[config.mk]
export PLATFORM = sky130hd
export DESIGN_NAME = psu_predict
export DESIGN_NICKNAME = d
export VERILOG_FILES = /design/src/hdl/psu_pkg.sv /design/src/hdl/psu_predict.sv
export SDC_FILE = /design/constraint.sdc
export NUM_CORES = 1
export LEC_CHECK = 0
export ABC_CLOCK_PERIOD_IN_PS = 21000
export BUFFER_PORTS_ARGS = -buffer_cell sky130_fd_sc_hd__clkbuf_2
export CORE_MARGIN = 2
export CORE_UTILIZATION = 40
export DETAILED_ROUTE_END_ITERATION = 8
export PLACE_DENSITY_LB_ADDON = 0.2
export SLEW_MARGIN = 20
export SYNTH_ARGS = -nofsm -noshare
export SYNTH_HDL_FRONTEND = slang
export SYNTH_SLANG_ARGS = --single-unit
[constraint.sdc]
create_clock -name vclk -period 21
set_clock_uncertainty 0.15 [all_clocks]
set_input_delay 3.15 -clock vclk [all_inputs]
set_output_delay 3.15 -clock vclk [all_outputs]
set_load 0.05 [all_outputs]
[src/hdl/psu_pkg.sv]
package psu_pkg;

    localparam int DEF_MAX_ROW_BYTES = 8192;
    localparam int DEF_MAX_BPP       = 8;

    localparam int BPP_W  = 4;
    localparam int LEN_W  = 14;
    localparam int ROWS_W = 16;
    localparam int CFG_AW = 2;
    localparam int CFG_DW = 16;

    localparam logic [CFG_AW-1:0] REG_BPP      = 2'd0;
    localparam logic [CFG_AW-1:0] REG_ROW_LEN  = 2'd1;
    localparam logic [CFG_AW-1:0] REG_IMG_ROWS = 2'd2;

    localparam logic [BPP_W-1:0]  RST_BPP      = 4'd3;
    localparam logic [LEN_W-1:0]  RST_ROW_LEN  = 14'd4096;
    localparam logic [ROWS_W-1:0] RST_IMG_ROWS = 16'd1;

    typedef logic [2:0] filt_t;

    localparam filt_t FILT_NONE  = 3'd0;
    localparam filt_t FILT_SUB   = 3'd1;
    localparam filt_t FILT_UP    = 3'd2;
    localparam filt_t FILT_AVG   = 3'd3;
    localparam filt_t FILT_PAETH = 3'd4;

endpackage

[src/hdl/psu_predict.sv]
module psu_predict (
    input  psu_pkg::filt_t filter_type,
    input  logic [7:0]     left_byte,
    input  logic [7:0]     above_byte,
    input  logic [7:0]     corner_byte,
    output logic [7:0]     pred
);

    logic [8:0]        sum;
    logic signed [9:0] d_bc;
    logic signed [9:0] d_ac;
    logic signed [9:0] d_p;
    logic [9:0]        pa;
    logic [9:0]        pb;
    logic [9:0]        pc;
    logic [7:0]        paeth;

    always_comb begin
        sum  = {1'b0, left_byte} + {1'b0, above_byte};
        d_bc = $signed({2'b00, above_byte}) - $signed({2'b00, corner_byte});
        d_ac = $signed({2'b00, left_byte}) - $signed({2'b00, corner_byte});
        d_p  = d_bc + d_ac;
        pa   = (d_bc < 0) ? 10'(-d_bc) : 10'(d_bc);
        pb   = (d_ac < 0) ? 10'(-d_ac) : 10'(d_ac);
        pc   = (d_p  < 0) ? 10'(-d_p)  : 10'(d_p);
        if (pa <= pb && pa <= pc) begin
            paeth = left_byte;
        end else if (pb <= pc) begin
            paeth = above_byte;
        end else begin
            paeth = corner_byte;
        end

        case (filter_type)
            psu_pkg::FILT_SUB:   pred = left_byte;
            psu_pkg::FILT_UP:    pred = above_byte;
            psu_pkg::FILT_AVG:   pred = sum[8:1];
            psu_pkg::FILT_PAETH: pred = paeth;
            default:             pred = 8'd0;
        endcase
    end

endmodule

After elaboration in Yosys (flattened, before gate mapping)

Index checks and enable logic that the tools add are counted.

Output and inout bits: 8
Memories kept: 0
Register bits after elaboration: 0
Bits in read-only memories: 0
Logic and storage cells: 24
RAM bits: 0
Input bits: 27
Latch bits: 0

Mux-type cells: 6
Equality and inequality tests: 4
Order comparisons: 6
Div/mod/pow operators: 0
Multiply operators: 0
Shift-type cells: 0
Bitwise gates (word level): 0
Add/sub/neg operators: 7
Reduce and logical (&&, ||, !) cells: 1

Operators with widths:

| kind                | number |
|---|---|
| $pmux 8 s4          | 1 |
| $le 10x10->1        | 3 |
| $mux 10             | 3 |
| $neg 9->10          | 2 |
| $lt 9x1->1 const B  | 2 |
| $sub 8x8->9         | 2 |
| $mux 8              | 2 |
| $add 9x9->10        | 1 |
| $lt 10x1->1 const B | 1 |
| $neg 10->10         | 1 |
| $add 8x8->9         | 1 |
| $eq 3x2->1 const B  | 2 |
| $eq 3x1->1 const B  | 1 |
| $eq 3x3->1 const B  | 1 |
| $logic_and 1x1->1   | 1 |

Depth between registers and ports, before layout

Depth in word-level cells: 8
Mapped depth: 27
Depth with buffers taken out: 25

Least setup slack after synthesis

Ideal clock, no wire load.

Kind: input port to output port
Start: input port corner_byte[1]
End: output port pred[2]
Cell stages on the path: 20
Data required time: 17,700 ps
Path slack: 9,175 ps
Data arrival time: 8,525 ps
Buffers on the path: 0
Path through: inv_1 > ha_1 > nor2b_1 > o31a_1 > o311a_1 > o21a_1 > nor2_1 > xnor2_1 > ha_1 > or4b_2 > o21ai_0 > a21oi_1 > or4_1 > ha_1 > nand4_1 > nor2_1 > a31oi_1 > mux2_2 > mux2i_1 > o221ai_1

Word-level cells in the longest chain between the ends: 8
Elaborated cells between the ends (all ways): 19
Classes of those cells: add/sub: 6; order compare: 6; mux: 6; reduce/logical: 1

Ends and longest elaborated chain:

| what                                        | RTL line                             | text |
|---|---|---|
| from (decl)                                 | psu_predict.sv:5                     | `input logic [7:0] corner_byte,` |
| $sub 8x8->9, on equally long branches       | psu_predict.sv:20, psu_predict.sv:21 |  |
| $add 9x9->10                                | psu_predict.sv:22                    | `d_p = d_bc + d_ac;` |
| $neg 10->10 or $lt 10x1->1 (tied branches)  | psu_predict.sv:25                    | `pc = (d_p < 0) ? 10'(-d_p) : 10'(d_p);` |
| $mux 10                                     | psu_predict.sv:25                    |  |
| $le 10x10->1, on equally long branches      | psu_predict.sv:28, psu_predict.sv:26 |  |
| $mux 8 or $logic_and 1x1->1 (tied branches) | psu_predict.sv:28, psu_predict.sv:26 |  |
| $mux 8 *                                    | psu_predict.sv:26                    | `if (pa <= pb && pa <= pc) begin` |
| $pmux 8 s4 *                                | psu_predict.sv:34                    | `case (filter_type)` |
| to (decl)                                   | psu_predict.sv:6                     | `output logic [7:0] pred` |

Every way passes the cells marked *; elsewhere a longest branch is shown, timed or not.

Worst setup path after layout

Start: input port above_byte[0]
End: output port pred[4]

Word-level cells in the longest chain between the ends: 8
Elaborated cells between the ends (all ways): 16
Classes of those cells: add/sub: 5; order compare: 5; mux: 5; reduce/logical: 1

Ends and longest elaborated chain:

| what                                        | RTL line                             | text |
|---|---|---|
| from (decl)                                 | psu_predict.sv:4                     | `input logic [7:0] above_byte,` |
| $sub 8x8->9                                 | psu_predict.sv:20                    | `d_bc = $signed({2'b00, above_byte}) - $signed({2'b00, corner_byte});` |
| $add 9x9->10                                | psu_predict.sv:22                    |  |
| $neg 10->10 or $lt 10x1->1 (tied branches)  | psu_predict.sv:25                    |  |
| $mux 10                                     | psu_predict.sv:25                    |  |
| $le 10x10->1, on equally long branches      | psu_predict.sv:28, psu_predict.sv:26 |  |
| $mux 8 or $logic_and 1x1->1 (tied branches) | psu_predict.sv:28, psu_predict.sv:26 |  |
| $mux 8                                      | psu_predict.sv:26                    |  |
| $pmux 8 s4 *                                | psu_predict.sv:34                    |  |

Marks and branches as above.

==> impl_metrics.yaml <==
final_layout:
  n_clock_buffer: 0
  antenna_cells: 0
  syn2layout_area_growth_pct: 10.0
  seq_area_sq_um: 0
  seq_cells: 0
  n_fill_cell: 742
  drive_gt1_share_pct: 13.0
  nets: 502
critical_path:
  critPathKind: "in -> out"
  critPathSlowestCell: "or4b_2"
  cp.arrival_ns: 9.07
  cp-start-kind: "input port"
  crit_fanout: 8
  end_kind: "output port"
  slowest_delay_ns: 0.58
  required_ns: 17.70
floorplanning:
  num_rows: 30
  num_io_pins: 35
  dieWidth_microns: 88.2
  die_h_microns: 88.2
  die_area_sq_mm: 0.00779
  core_area_sq_mm: 0.00683
  start_util_pct: 41.6
synth:
  ys_types: 54
  yosys_warnings: 0
  synth_area_sq_mm: 0.00284
  synthCells: 378
  yosysSeqAreaShare_pct: 0
  syn_avg_cell_area_sq_um: 7.51
grt:
  met1_usage_pct: 29.3
  grtUsageMet3_pct: 0.373
  grt_overflow: 0
  track_usage_pct: 20.2
  grt_start_max_net_pins: 11
  busiest_layer: "met2"
  antenna_found_initial: 0
  met2_usage_pct: 35.2
  grt_pass1_wl_microns: 12800
  grt_pass1_vias: 2764
hold_path:
  holdPathEnd: "pred[1]"
  min_path_type: "in -> out"
  min_from: "filter_type[2]"
  whs_path_depth: 3
routing:
  routedWlPerCell_microns: 15.1
  first_iter_violations: 132
  vias: 2836
  drcViolationCount: 0
  first_pass_iters: 5
  vias_per_cell: 5.62
  finalWirelength_microns: 7610
  drtAntennaViolNets: 0
timing:
  tightest_slew_ns: 0.794
  setup_viol: 0
  hold_viol: 0
  period_share_pct: 58.9
  max_freq_mhz: 80.9
  fin_crit_ns: 12.37
  fin_hold_ws_ns: 6.70
  maxSlewViolCount: 0
  rsz0062_at_grt: "false"
  maxSlewHeadroom_pct: 46.9
  tns_ns: 0
status:
  status: "finished clean"
placement:
  numPortBuffers: 35
  place_hpwl_microns: 6680
  gp_congestion: 0.931
power:
  p_per_area_mw_per_mm2: 87.7
  ir_drop_mv: 0.0304
  p_leak_nw: 1.53
clock_network:
  cts_resized: 0
  cts_setup_buffers: 0
  postCtsHoldBufs: 0
run:
  maxCapViolations: 0
cell families after synthesis:
group	Yosys count	synth area share [%]
AO/OA/AOI/OAI	116	28.2
AND/OR/NAND/NOR	100	17.4
adder cells (fa/ha/maj)	66	30.0
XOR/XNOR	41	13.4
buffers and inverters	38	5.07
multiplexers	15	5.64
other	2	0.265
layout by cell type, fill, tap and decap left out, types with 4 or more instances in the layout:
cell,netlist,routed
a21o_1,14,14
a21oi_1,28,28
a22oi_1,8,8
clkbuf_2,1,35
conb_1,2,4
fa_1,4,4
ha_1,60,60
inv_1,32,32
mux2_2,8,8
mux2i_1,7,7
nand2_1,20,20
nand3_1,5,5
nand4_1,8,8
nor2_1,32,32
nor2b_1,7,7
nor3_1,4,4
o21a_1,9,9
o21ai_0,16,16
o21bai_1,6,6
o221ai_1,6,6
o22ai_1,5,5
or2_2,5,5
xnor2_1,24,24
xor2_1,15,15
cell usage after synthesis, drive strengths merged (2+ instances only):
cell,instances,area [sq um]
a31oi,2,12.5
a21o,14,105
a211oi,2,15.0
nand2,20,75.1
a41oi,3,26.3
conb,2,7.51
a22oi,8,60.1
nand3,5,25.0
o22ai,5,31.3
mux2i,7,70.1
nor2,32,120
nor2b,7,43.8
or2,7,43.8
o211ai,3,22.5
and3,2,12.5
xnor2,24,210
o221ai,6,52.6
xor2,16,148
ha,60,751
mux2,8,90.1
a211o,3,26.3
nand2b,3,18.8
fa,4,80.1
or3,3,18.8
nand4,8,50.1
nor3,4,20.0
o31a,3,26.3
inv,32,120
o21a,9,67.6
or4,2,15.0
o21ai,16,80.1
clkbuf,5,20.0
maj3,2,21.3
a21oi,28,140
o21bai,6,45.0
and2,3,18.8
stage by stage:
step           cell area [sq um]  setup slack, ns  util, %  total power, mW  cells
3_5_place_dp                3120             8.47     45.6            0.270    505
6_report                    3120             8.63     45.7            0.274    505
2_1_floorplan               2850             9.17        -            0.214    380
3_3_place_gp                3120             8.51     45.6            0.268    505
5_1_grt                     3120             8.15     45.7            0.311    505
4_1_cts                     3120             8.46     45.6            0.272    505
metal layers:
metal  vias up  share of wire [%]
li1       1459                  -
met1      1305                 51
met2        70                 45
met3         2                4.0
met4         0               0.18
met5         -                  0
power by group:
group	switching, mW	internal [mW]	total [mW]
clock network	0	0	0
logic	0.156	0.118	0.274
registers	0	0	0
total	0.156	0.118	0.274
how the worst max path moves through the flow:
stage,start,slack [ns],depth (start not counted),endpoint
3_5_place_dp,above_byte[0],8.47,27,pred[3]
2_1_floorplan,corner_byte[1],9.17,20,pred[2]
5_1_grt,above_byte[0],8.15,27,pred[2]
4_1_cts,above_byte[0],8.46,27,pred[3]
6_report,above_byte[0],8.63,27,pred[4]
3_3_place_gp,above_byte[0],8.51,27,pred[4]
final cells by class:
type	count	area, sq um	area share (%)
Multi-Input combinational cell	342	2710	86.7
Timing Repair Buffer	35	175	5.61
Inverter	32	120	3.84
Tap cell	96	120	3.84
worst max-delay path: cells and delay by family:
kind / cells / cell delay [ns]
buf+inv: 5 / 0.68
mux: 2 / 0.54
simple gates: 5 / 1.18
xor+xnor: 1 / 0.14
fa+ha+maj: 4 / 1.10
compound gates: 10 / 2.28
(Power assumes the default switching activity.)
